### src/lir_pkg.sv
// ----------------------------------------------------------------------------
// lir_pkg
// Shared widths, defaults, register indexes and control structs of the
// linear interpolation resampler.
// ----------------------------------------------------------------------------
package lir_pkg;

    localparam int CHANNELS_DEF  = 2;
    localparam int FRAC_BITS_DEF = 13;
    localparam int MAX_RUN_DEF   = 64;

    localparam int SAMPLE_W = 24;
    localparam int STEP_W   = 17;
    localparam int ACC_W    = 16;
    localparam int GAIN_W   = 16;
    localparam int POS_W    = 18;

    localparam int GAIN_FRAC_BITS = 12;
    localparam int ROUND_HALF     = 2048;

    localparam int CFG_IDX_W  = 2;
    localparam int CFG_DATA_W = 17;

    localparam logic [CFG_IDX_W-1:0] REG_STEP_SIZE        = 2'd0;
    localparam logic [CFG_IDX_W-1:0] REG_RATE_REMAINDER   = 2'd1;
    localparam logic [CFG_IDX_W-1:0] REG_RATE_DENOMINATOR = 2'd2;
    localparam logic [CFG_IDX_W-1:0] REG_GAIN             = 2'd3;

    localparam logic [STEP_W-1:0] STEP_RESET  = 17'd8192;
    localparam logic [ACC_W-1:0]  REM_RESET   = 16'd0;
    localparam logic [ACC_W-1:0]  DEN_RESET   = 16'd1;
    localparam logic [GAIN_W-1:0] GAIN_RESET  = 16'd4096;

    typedef struct packed {
        logic [STEP_W-1:0] step_size;
        logic [ACC_W-1:0]  rate_remainder;
        logic [ACC_W-1:0]  rate_denominator;
        logic [GAIN_W-1:0] gain;
    } lir_cfg_t;

    typedef struct packed {
        logic load_in;
        logic mul1;
        logic mul2;
        logic push;
        logic final_run;
        logic end_frame;
    } lir_cmd_t;

    typedef struct packed {
        logic pos_below_one;
        logic out_free;
    } lir_sts_t;

endpackage

### src/lir_cfg.sv
// ----------------------------------------------------------------------------
// lir_cfg
// Configuration register file: step, rate remainder, denominator and gain.
// ----------------------------------------------------------------------------
module lir_cfg import lir_pkg::*;
(
    input  logic                  clk,
    input  logic                  rst_n,
    input  logic                  cfg_we,
    input  logic [CFG_IDX_W-1:0]  cfg_index,
    input  logic [CFG_DATA_W-1:0] cfg_data,
    output lir_cfg_t              cfg
);

    lir_cfg_t cfg_reg;
    lir_cfg_t cfg_next;

    always_comb
    begin
        cfg_next = cfg_reg;
        if (cfg_we)
        begin
            case (cfg_index)
                REG_STEP_SIZE:        cfg_next.step_size        = cfg_data[STEP_W-1:0];
                REG_RATE_REMAINDER:   cfg_next.rate_remainder   = cfg_data[ACC_W-1:0];
                REG_RATE_DENOMINATOR: cfg_next.rate_denominator = cfg_data[ACC_W-1:0];
                REG_GAIN:             cfg_next.gain             = cfg_data[GAIN_W-1:0];
                default:              cfg_next = cfg_reg;
            endcase
        end
    end

    always_ff @(posedge clk or negedge rst_n)
    begin
        if (!rst_n)
        begin
            cfg_reg.step_size        <= STEP_RESET;
            cfg_reg.rate_remainder   <= REM_RESET;
            cfg_reg.rate_denominator <= DEN_RESET;
            cfg_reg.gain             <= GAIN_RESET;
        end
        else
        begin
            cfg_reg <= cfg_next;
        end
    end

    assign cfg = cfg_reg;

endmodule

### config.mk
export PLATFORM = sky130hd
export DESIGN_NAME = lir_cfg
export DESIGN_NICKNAME = d
export VERILOG_FILES = /design/src/lir_pkg.sv /design/src/lir_cfg.sv
export SDC_FILE = /design/constraint.sdc
export NUM_CORES = 1
export LEC_CHECK = 0
export ABC_AREA = 0
export BUFFER_PORTS_ARGS = -buffer_cell sky130_fd_sc_hd__buf_2
export CORE_UTILIZATION = 45
export CTS_CLUSTER_SIZE = 14
export DETAILED_ROUTE_END_ITERATION = 16
export GPL_TIMING_DRIVEN = 0
export PLACE_DENSITY_LB_ADDON = 0.3
export SYNTH_ARGS = -nofsm -noshare
export SYNTH_HDL_FRONTEND = slang
export SYNTH_SLANG_ARGS = --single-unit
### constraint.sdc
create_clock -name clk -period 2.2 [get_ports clk]
set_input_delay 0.55 -clock clk [delete_from_list [all_inputs] [get_ports clk]]
set_output_delay 0.55 -clock clk [all_outputs]
set_load 0.005 [all_outputs]
* After elaboration in Yosys (flattened, before gate mapping)
Cells that the tools add are included.
Cells by class: equal/unequal tests 3, reductions and logical operators 5
Operators with widths (number):
- 2-bit AND reduction | 4
- 2-bit == test, second input constant | 2
- 2-bit by 1-bit == test with 1-bit output, second input constant | 1
- 2-bit zero test | 1
Storage, ports and cells: register bits 65, input port bits 22, output and inout bits 65, word-level logic and storage cells 12

* Logic depth before layout (Yosys ltp)
word-level depth 2, gate-level depth with buffers 3, gate-level depth less buffers 2

* Least setup slack after synthesis
No wires, ideal clock.
path type input to register, start point input port cfg_index[1], end point register cfg_reg (netlist bit cfg[48]), library setup time 0.125 ns, arrival 1.406 ns, required time 2.075 ns, path slack 0.670 ns, cell stages on the path 3, path buffers 1, cell sequence nor3b_4 -> buf_6 -> mux2_2
Between the ends: longest elaborated chain between the ends 2
Ends and longest elaborated chain:
- start: declaration | RTL line lir_cfg.sv:10 | input logic [CFG_IDX_W-1:0] cfg_index,
- 2-bit zero test | RTL line lir_cfg.sv:23 | case (cfg_index)
- 2-bit AND reduction (no source line)
- end signal: assignment | RTL line lir_cfg.sv:44 | cfg_reg <= cfg_next;
- end: declaration | RTL line lir_cfg.sv:15 | lir_cfg_t cfg_reg;
No other way between the ends. A chain may end at the register's enable or synchronous reset.

* Worst setup path in the final report
start point register cfg_reg (netlist bit cfg[61]), end point output port cfg[61] in the netlist's numbering
RTL lines:
- end: declaration | RTL line lir_cfg.sv:12 | output lir_cfg_t cfg
No word-level cell between the ends.

==> results.cfg <==
[status]
status = completed

[synthesis]
seq_area_frac_synth_pct = 66.7
synth_mux_area_share_pct = 29.9
ys_ff_latch = 65
synth_top_family_by_area = multiplexers
netlist_area_mm2 = 0.00244
yosys.area_share.adder_pct = 0
yosys.area_share.simple_pct = 2.10
synth_compound_area_share_pct = 0
synth_area_leader_cell = dfrtp_1
yosys_warnings = 0
synthesis.nets = 160
syn_inst = 138
synth_area_leaders = dfrtp_1 63%, mux2_2 30%, dfstp_2 3.2%, nand3b_2 0.92%, nor3b_4 0.77%
ys_types = 9
synthXorXnorAreaFrac_pct = 0
postSynthAreaPerCell_um2 = 17.7
synth_top_area_share_pct = 63.5

[final_layout]
layout.cells.non_filler = 310
largest_register_ffs = 65
drive_gt1_share_pct = 74.2
num-nets-final = 257
design_area_mm2 = 0.00321
n_fill_cell = 415
syn_to_final_growth_pct = 31.2
diodes = 0

[grt]
grt-ovfl-total = 0
grt_pass1_vias = 1456
grt_pass1_wl_um = 6970
antenna_found_initial = 0
track_usage_pct = 17.7
grt_max_degree = 66

[sta]
period_share_pct = 69.6
hold_violations = 0
fin_ws_ns = 0.668
clock.fmax_ghz = 0.653
worst_slew_pin_slew_ns = 0.789
skew_ns = 0
tns_ns = 0
rsz0062_at_grt = false
fin_crit_ns = 1.53
slew_viol_final = 0
finalSetupViolCount = 0
max-slew-margin-rel_pct = 47.4

[setup_path]
cp_slowest_cell = dfstp_2
slowest_delay_ns = 0.54
critPathArrivalTime_ns = 0.98
reg2reg_depth = 1
crit_required_ns = 1.65
worstSetupPathType = flip-flop to output pin
critPathBufInv = 1
crit_path_cell_trace = buf_2
critPathTopFamily = flip-flops
crit_cells = 1
worstSetupEndpointType = output pin
cp_max_fo = 2
setup.worst_path.start_class = flip-flop

[drt]
wl_per_cell_um = 15.0
vias = 1521
wl_um = 4660
drt_iter0_drc = 28
firstDrtPassIters = 3
postRouteAntennaNets = 0
via_per_inst = 4.91
drc_errors = 0

[die]
io_pins = 87
core_mm2 = 0.00517
die_w_um = 75.7
fp-row-count = 26
die_area_mm2 = 0.00573
initial_core_util_pct = 47.3
die_h_um = 75.7

[power]
leakage_nw = 1.55
power_density_mw_per_mm2 = 1030
ir_worst_vdd_uv = 515

[cts]
cts_tree = built
postCtsSetupBuffers = 0
cts_resized = 0
clk_latency_ns = 0.34
cts.sinks = 65
clockBufferDepth = 2
clockRootBuffer = clkbuf_8
cts_hold_buf = 0
htreeDepth = 3
clk_pin_slew_ns = 0.07
cts_buffers = 9

[run]
drv_cap = 0

[placed_design]
placedCellCount = 294
io_buffers = 86
placed_cell_area_mm2 = 0.00297
dp_slack_ns = 0.331
gp_congestion = 0.652
dpl.hpwl_um = 3260

[min_path]
hp-class = input pin to async pin
-- where the power goes --
group | internal, W | switching [W]
clock network | 0.000777 | 0.000440
logic | 0.000341 | 0.000227
registers | 0.00143 | 0.000104
-- layout by cell type, fill, tap and decap left out, drive strengths merged --
cell type  Yosys  final
dfrtp         62     62
mux2          65     65
nand3          1      1
clkbuf         0     10
dfstp          3      3
nor3b          1      1
nand3b         2      2
buf            4     90
clkinv         0      3
bufinv         0      3
-- metal layers --
layer | track usage [%] | wire length [µm]
met5 | 0 | 0
met4 | 10.7 | 95
met3 | 6.22 | 327
met2 | 27.2 | 2180
met1 | 21.5 | 2060
-- kinds of logic (layout without fill, tap and decap cells) --
| kind of cell | after synthesis | after routing |
|---|---|---|
| simple gates | 4 | 4 |
| mux | 65 | 65 |
| flops | 65 | 65 |
| buf+inv | 4 | 106 |
-- final timing paths --
kind / startpoint / to / slack (ns)
worst min-delay path: rst_n / cfg[29] / 0.29
max in group asynchronous: rst_n / cfg[21] / 1.39
worst min register to register: cfg[24] / cfg[24] / 0.50
worst max register to register: cfg[8] / cfg[8] / 1.42
min in group clk: cfg_data[16] / cfg[64] / 0.45
worst max-delay path: cfg[61] / cfg[61] / 0.67
-- final cells by class --
cell class	count	area, µm²	area share [%]
flip-flops and latches	65	1630	50.8
clock buffers	10	138	4.29
plain buffers	4	31.3	0.975
well taps	70	87.6	2.73
repair buffers	86	433	13.5
clock inverters	6	105	3.28
multi-input cells	69	783	24.4
-- stage by stage --
| step | hold WS [ns] | util [%] | total power, W |
|---|---|---|---|
| 3_3_place_gp | 0.482 | 57.3 | 0.00211 |
| 2_1_floorplan | 0.254 | - | 0.00180 |
| 5_1_grt | 0.368 | 62.0 | 0.00349 |
| 6_report | 0.294 | 62.0 | 0.00332 |
| 3_5_place_dp | 0.488 | 57.3 | 0.00214 |
| 4_1_cts | 0.323 | 62.0 | 0.00336 |
-- Yosys cell counts, drive strengths merged --
library cell and instances:
buf 4, dfrtp 62, nor3b 1, dfstp 3, nand3b 2, nand3 1, mux2 65
(Power assumes the default switching activity.)
