$ cat src/lir_pkg.sv
// ----------------------------------------------------------------------------
// lir_pkg
// Shared widths, defaults, register indexes and control structs of the
// linear interpolation resampler.
// ----------------------------------------------------------------------------
package lir_pkg;

    localparam int CHANNELS_DEF  = 2;
    localparam int FRAC_BITS_DEF = 13;
    localparam int MAX_RUN_DEF   = 64;

    localparam int SAMPLE_W = 24;
    localparam int STEP_W   = 17;
    localparam int ACC_W    = 16;
    localparam int GAIN_W   = 16;
    localparam int POS_W    = 18;

    localparam int GAIN_FRAC_BITS = 12;
    localparam int ROUND_HALF     = 2048;

    localparam int CFG_IDX_W  = 2;
    localparam int CFG_DATA_W = 17;

    localparam logic [CFG_IDX_W-1:0] REG_STEP_SIZE        = 2'd0;
    localparam logic [CFG_IDX_W-1:0] REG_RATE_REMAINDER   = 2'd1;
    localparam logic [CFG_IDX_W-1:0] REG_RATE_DENOMINATOR = 2'd2;
    localparam logic [CFG_IDX_W-1:0] REG_GAIN             = 2'd3;

    localparam logic [STEP_W-1:0] STEP_RESET  = 17'd8192;
    localparam logic [ACC_W-1:0]  REM_RESET   = 16'd0;
    localparam logic [ACC_W-1:0]  DEN_RESET   = 16'd1;
    localparam logic [GAIN_W-1:0] GAIN_RESET  = 16'd4096;

    typedef struct packed {
        logic [STEP_W-1:0] step_size;
        logic [ACC_W-1:0]  rate_remainder;
        logic [ACC_W-1:0]  rate_denominator;
        logic [GAIN_W-1:0] gain;
    } lir_cfg_t;

    typedef struct packed {
        logic load_in;
        logic mul1;
        logic mul2;
        logic push;
        logic final_run;
        logic end_frame;
    } lir_cmd_t;

    typedef struct packed {
        logic pos_below_one;
        logic out_free;
    } lir_sts_t;

endpackage

$ cat src/lir_ctrl.sv
// ----------------------------------------------------------------------------
// lir_ctrl
// Sequencer: takes a frame, walks the emit loop one output at a time and
// closes the frame when the position reaches one frame or the run is full.
// ----------------------------------------------------------------------------
module lir_ctrl import lir_pkg::*;
#(
    parameter int MAX_RUN = MAX_RUN_DEF
)
(
    input  logic     clk,
    input  logic     rst_n,
    input  logic     in_valid,
    output logic     in_ready,
    input  lir_sts_t sts,
    output lir_cmd_t cmd
);

    localparam int CNT_W = $clog2(MAX_RUN + 1);

    localparam logic [2:0] S_IDLE = 3'd0;
    localparam logic [2:0] S_EVAL = 3'd1;
    localparam logic [2:0] S_MUL1 = 3'd2;
    localparam logic [2:0] S_MUL2 = 3'd3;
    localparam logic [2:0] S_PUSH = 3'd4;

    logic [2:0]       state_reg;
    logic [2:0]       state_next;
    logic [CNT_W-1:0] cnt_reg;
    logic [CNT_W-1:0] cnt_next;

    always_comb
    begin
        state_next = state_reg;
        cnt_next   = cnt_reg;
        cmd        = '0;
        in_ready   = 1'b0;
        case (state_reg)
            S_IDLE:
            begin
                in_ready = 1'b1;
                if (in_valid)
                begin
                    cmd.load_in = 1'b1;
                    cnt_next    = '0;
                    state_next  = S_EVAL;
                end
            end
            S_EVAL:
            begin
                if (sts.pos_below_one && (cnt_reg != CNT_W'(MAX_RUN)))
                begin
                    state_next = S_MUL1;
                end
                else
                begin
                    cmd.end_frame = 1'b1;
                    state_next    = S_IDLE;
                end
            end
            S_MUL1:
            begin
                cmd.mul1   = 1'b1;
                state_next = S_MUL2;
            end
            S_MUL2:
            begin
                cmd.mul2   = 1'b1;
                state_next = S_PUSH;
            end
            S_PUSH:
            begin
                cmd.final_run = (cnt_reg == CNT_W'(MAX_RUN - 1));
                // hold until the output register can take the sample
                if (sts.out_free)
                begin
                    cmd.push   = 1'b1;
                    cnt_next   = cnt_reg + CNT_W'(1);
                    state_next = S_EVAL;
                end
            end
            default:
            begin
                state_next = S_IDLE;
            end
        endcase
    end

    always_ff @(posedge clk or negedge rst_n)
    begin
        if (!rst_n)
        begin
            state_reg <= S_IDLE;
            cnt_reg   <= '0;
        end
        else
        begin
            state_reg <= state_next;
            cnt_reg   <= cnt_next;
        end
    end

endmodule

$ cat config.mk
export PLATFORM = sky130hd
export DESIGN_NAME = lir_ctrl
export DESIGN_NICKNAME = d
export VERILOG_FILES = /design/src/lir_pkg.sv /design/src/lir_ctrl.sv
export SDC_FILE = /design/constraint.sdc
export NUM_CORES = 1
export LEC_CHECK = 0
export ABC_CLOCK_PERIOD_IN_PS = 4500
export BUFFER_PORTS_ARGS = -buffer_cell sky130_fd_sc_hd__buf_2
export CORE_AREA = 2 2 39 41
export DETAILED_ROUTE_END_ITERATION = 12
export DIE_AREA = 0 0 41 43
export GPL_ROUTABILITY_DRIVEN = 0
export PLACE_DENSITY = 0.74
export SETUP_SLACK_MARGIN = 0.15
export SLEW_MARGIN = 10
export SYNTH_ARGS = -nofsm -noshare
export SYNTH_HDL_FRONTEND = slang
export SYNTH_SLANG_ARGS = --single-unit
$ cat constraint.sdc
create_clock -name clk -period 4.5 [get_ports clk]
set_input_delay 1.35 -clock clk [delete_from_list [all_inputs] [get_ports clk]]
set_output_delay 1.35 -clock clk [all_outputs]
set_load 0.02 [all_outputs]
Word-level counts from Yosys, hierarchy flattened
Cells that the tools add are included.
- word-level logic and storage cells: 32
- flip-flop bits (word level): 10
- output and inout bits: 7
- equal/unequal tests: 8
- mux-type cells: 16
- add/subtract/negate cells: 1
- reductions and logical operators: 5
- operators by type and width (operator ; count):
    3-bit one-hot mux with 5 select lines ; 1
    7-bit 2-to-1 mux ; 2
    7-bit one-hot mux with 2 select lines ; 1
    1-bit 2-to-1 mux ; 8
    7-bit by 1-bit adder with 7-bit output, second input constant ; 1
    7-bit by 6-bit equality test with 1-bit output, second input constant ; 1
    7-bit != test, second input constant ; 1
    3-bit by 2-bit equality test with 1-bit output, second input constant ; 2
    3-bit 2-to-1 mux ; 2
    2-bit 2-to-1 mux ; 2
    2-bit != test, second input constant ; 2
    3-bit by 1-bit equality test with 1-bit output, second input constant ; 1
    3-bit equality test, second input constant ; 1
    3-bit zero test ; 1
    3-bit AND reduction ; 1
    2-bit AND reduction ; 1
    2-bit nonzero test ; 1
    1-bit logical AND ; 1

Longest topological paths before layout
- word-level depth: 4
- mapped depth: 5
- mapped depth without buffers: 5

Least setup slack after synthesis
Ideal clock, no wire load.
- path kind: input -> output
- from: input port in_valid
- to: output port cmd[5] in the netlist's numbering
- data arrival time: 2.040 ns
- stages: 2
- path slack: 1.110 ns
- path through: or4b_4 inv_1
- RTL lines (element ; RTL line ; source):
    from (decl) ; lir_ctrl.sv:13 ; input logic in_valid,
    to (decl) ; lir_ctrl.sv:16 ; output lir_cmd_t cmd

==> summary.txt <==
Run status
  – Outcome: finished, final reports clean

Worst setup path
  – CP Launch Type: primary input
  – Crit path kind: primary input to output port
  – Slowest cell delay on critical path: roughly 460 ps
  – CP max stage cell: or4b_4
  – Top cell by count, worst path: buf_2
  – Element type at the critical path end: output port
  – CP arrival: roughly 2300 ps
  – WP data required: around 3200 ps
  – Worst R2R Path Depth: 3
  – Crit Path Max Fanout: 6
  – Cell Chain, Critical Path: buf_2 > or4b_4 > inv_1 > buf_2

Power
  – Lkg Pwr: 0.307 nW
  – Switching Fraction: a little under two fifths
  – Max VDD drop: 328 uV
  – Internal: ~0.21 mW
  – Pwr Density: ~500 mW/mm^2
  – Sequential Power Share: about two fifths
  – Logic pwr share: 35.9%
  – Clock share of power: between 20% and 30%
  – Sw Pwr: between 0.1 and 0.15 mW

Hold path
  – Hold Crit Class: flip-flop to flip-flop
  – Hold path depth: 1

Clock network
  – TritonCTS buffer count: 3
  – Clk_lat worst skew: 270 ps
  – Reg clk slew, reported paths: about 70 ps
  – Resized cells post-CTS: 0
  – TritonCTS clock tree: yes
  – CTS Root Cell: clkbuf_4
  – # clock sinks: 10
  – Post-CTS Setup Bufs: 0
  – H-Tree Depth: 1
  – CTS max path bufs: 2
  – Cts hold-fix bufs: 0

Timing
  – Setup TNS Final: 0 ps
  – Final slew viol count: 0
  – Max-slew headroom: 74.7%
  – RSZ-0062 raised after global routing: false
  – Final setup violation count: 0
  – Fin. Hold Viols: 0
  – Slew @ Worst Pin: around 380 ps
  – Fin crit period: 3610 ps
  – Clk_skew: about 3.7 ps
  – Fmax: roughly 280 MHz
  – Crit share post-route: approximately four fifths

Final layout
  – Ant. Diodes: 0
  – Nets: a little over 80
  – Filler Cell Count: 138
  – Area taken by flip-flops and latches: approximately 250 sq um
  – Area Growth Syn to Fin: 14.4%
  – Multi-input gate area: between 300 and 400 sq um
  – Share of layout cells above drive strength 1: roughly 32%
  – Design area: 696 sq um
  – Max reg flops: 7
  – Non-Filler Instances: 90

Route
  – DRC: 0
  – Routed Wire Length: around 1.2 mm
  – Routed vias: roughly 480
  – Drt via density: 5.37
  – Pre-antenna DRT Iters: 3
  – WL/cell: about 13 microns
  – Iter 0 DRT Violations: 7
  – Routed Antenna Nets: 0

Placement
  – Dpl cells: 86
  – # port buffers: 11
  – Placed cell areas: ~660 sq um
  – Dpl hpwl: between 800 and 900 microns

Logic synthesis
  – YS warnings: 0
  – Post-Syn Area per Cell: 9.81 sq um
  – Syn_nets: a little under 70
  – Synth Instances: between 60 and 70
  – Register bit total from synthesis: 10
  – Synth cell types: 29
  – Register area share after synthesis: between 40% and 50%
  – Mapped Area: 608 sq um

Die
  – Area of the die: between 0.0015 and 0.002 sq mm
  – Initial core utilization: 43.9%
  – Die Wd: approximately 40 microns
  – I/O pins: 12
  – FP Rows: 14
  – Core Area: about 0.0014 sq mm
  – Die height: about 43 microns

Global routing
  – Vias in the first global route: between 400 and 500
  – Total track usage: around 18%
  – Global-route wire length before repair: between 2 and 2.5 mm
  – Total grt overflow: 0
  – Initial antenna violation count: 0
  – Largest net degree at the start of global routing: 14

Run
  – Max Cap Viol: 0
cells in the final DEF (no fill, tap or decap), drive strengths merged, types with 3 or more instances in the layout:
master	synthesis	layout
clkbuf	1	4
buf	2	11
or3	3	3
nor2	3	3
o21ai	4	4
a21oi	4	4
nand2	6	6
dfrtp	10	10
inv	5	5
nand3	4	4
layout make-up:
| class | count | share of cell area, % |
|---|---|---|
| multi-input cells | 44 | 45.3 |
| flip-flops and latches | 10 | 36.0 |
| repair buffers | 11 | 7.91 |
| clock buffers | 4 | 5.22 |
| well taps | 16 | 2.88 |
| inverters | 5 | 2.70 |
worst max-delay path: cells and delay by family:
family        cells  cell delay (ps)
buf+inv           3              450
simple gates      1              460
power groups by stage:
stage | logic, mW | clock network [mW] | registers [mW]
2_1_floorplan | 0.108 | 0 | 0.125
6_report | 0.124 | 0.0830 | 0.138
3_5_place_dp | 0.125 | 0 | 0.139
4_1_cts | 0.126 | 0.0848 | 0.137
5_1_grt | 0.138 | 0.0901 | 0.142
3_3_place_gp | 0.122 | 0 | 0.137
layer usage:
metal	routed length [microns]	up-vias	part of all wire [%]	track usage (%)
met2	579	6	49	25.3
met3	27	2	2.3	1.57
met4	19	0	1.6	14.0
li1	-	250	-	-
met5	0	-	0	0
met1	563	225	47	24.2
Yosys cell counts (all sizes together):
cell type,number,area [sq um]
a21oi,4,23.8
and3b,1,10.0
buf,2,18.8
clkbuf,1,5.00
dfrtp,10,250
ha,2,25.0
inv,5,18.8
mux2i,1,10.0
nand2,6,22.5
nand3,4,20.0
nand4bb,2,38.8
nor2,3,11.3
nor2b,1,6.26
nor3,2,10.0
nor3b,1,7.51
nor4,1,6.26
o21ai,4,20.0
o21bai,2,15.0
o22a,1,10.0
o2bb2ai,1,8.76
o31ai,2,15.0
or3,3,21.3
or3b,1,8.76
or4,1,11.3
or4b,1,13.8
worst paths after layout:
path                                          start                endpoint  slack (ps)
min in group asynchronous                     rst_n  cnt_reg[0]$_DFFE_PN0P_         930
setup reg to reg           state_reg[1]$_DFFE_PN0P_  cnt_reg[5]$_DFFE_PN0P_        2920
max in group asynchronous                     rst_n  cnt_reg[1]$_DFFE_PN0P_        3370
setup / recovery                           in_valid                  cmd[5]         890
hold reg to reg              cnt_reg[6]$_DFFE_PN0P_  cnt_reg[6]$_DFFE_PN0P_         520
hold / removal               cnt_reg[6]$_DFFE_PN0P_  cnt_reg[6]$_DFFE_PN0P_         520
per-stage QoR:
step	power, mW	utilization, %	worst slack, ps	hold slack, ps
3_5_place_dp	0.264	47.6	883	506
5_1_grt	0.369	50.3	831	538
6_report	0.345	50.3	887	516
2_1_floorplan	0.234	-	1110	471
4_1_cts	0.348	50.3	884	516
3_3_place_gp	0.259	47.6	882	512
logic make-up (layout without fill, tap and decap cells):
kind of cell / count (synthesis) / in the layout / share of synthesized area (%)
and+or+nand+nor: 27 / 27 / 30.9
AOI/OAI and AO/OA: 14 / 14 / 15.2
DFF: 10 / 10 / 41.2
buffers and inverters: 8 / 20 / 7.00
adders and majority gates: 2 / 2 / 4.11
muxes: 1 / 1 / 1.65
Note: power is estimated with default switching activity, not from simulation.
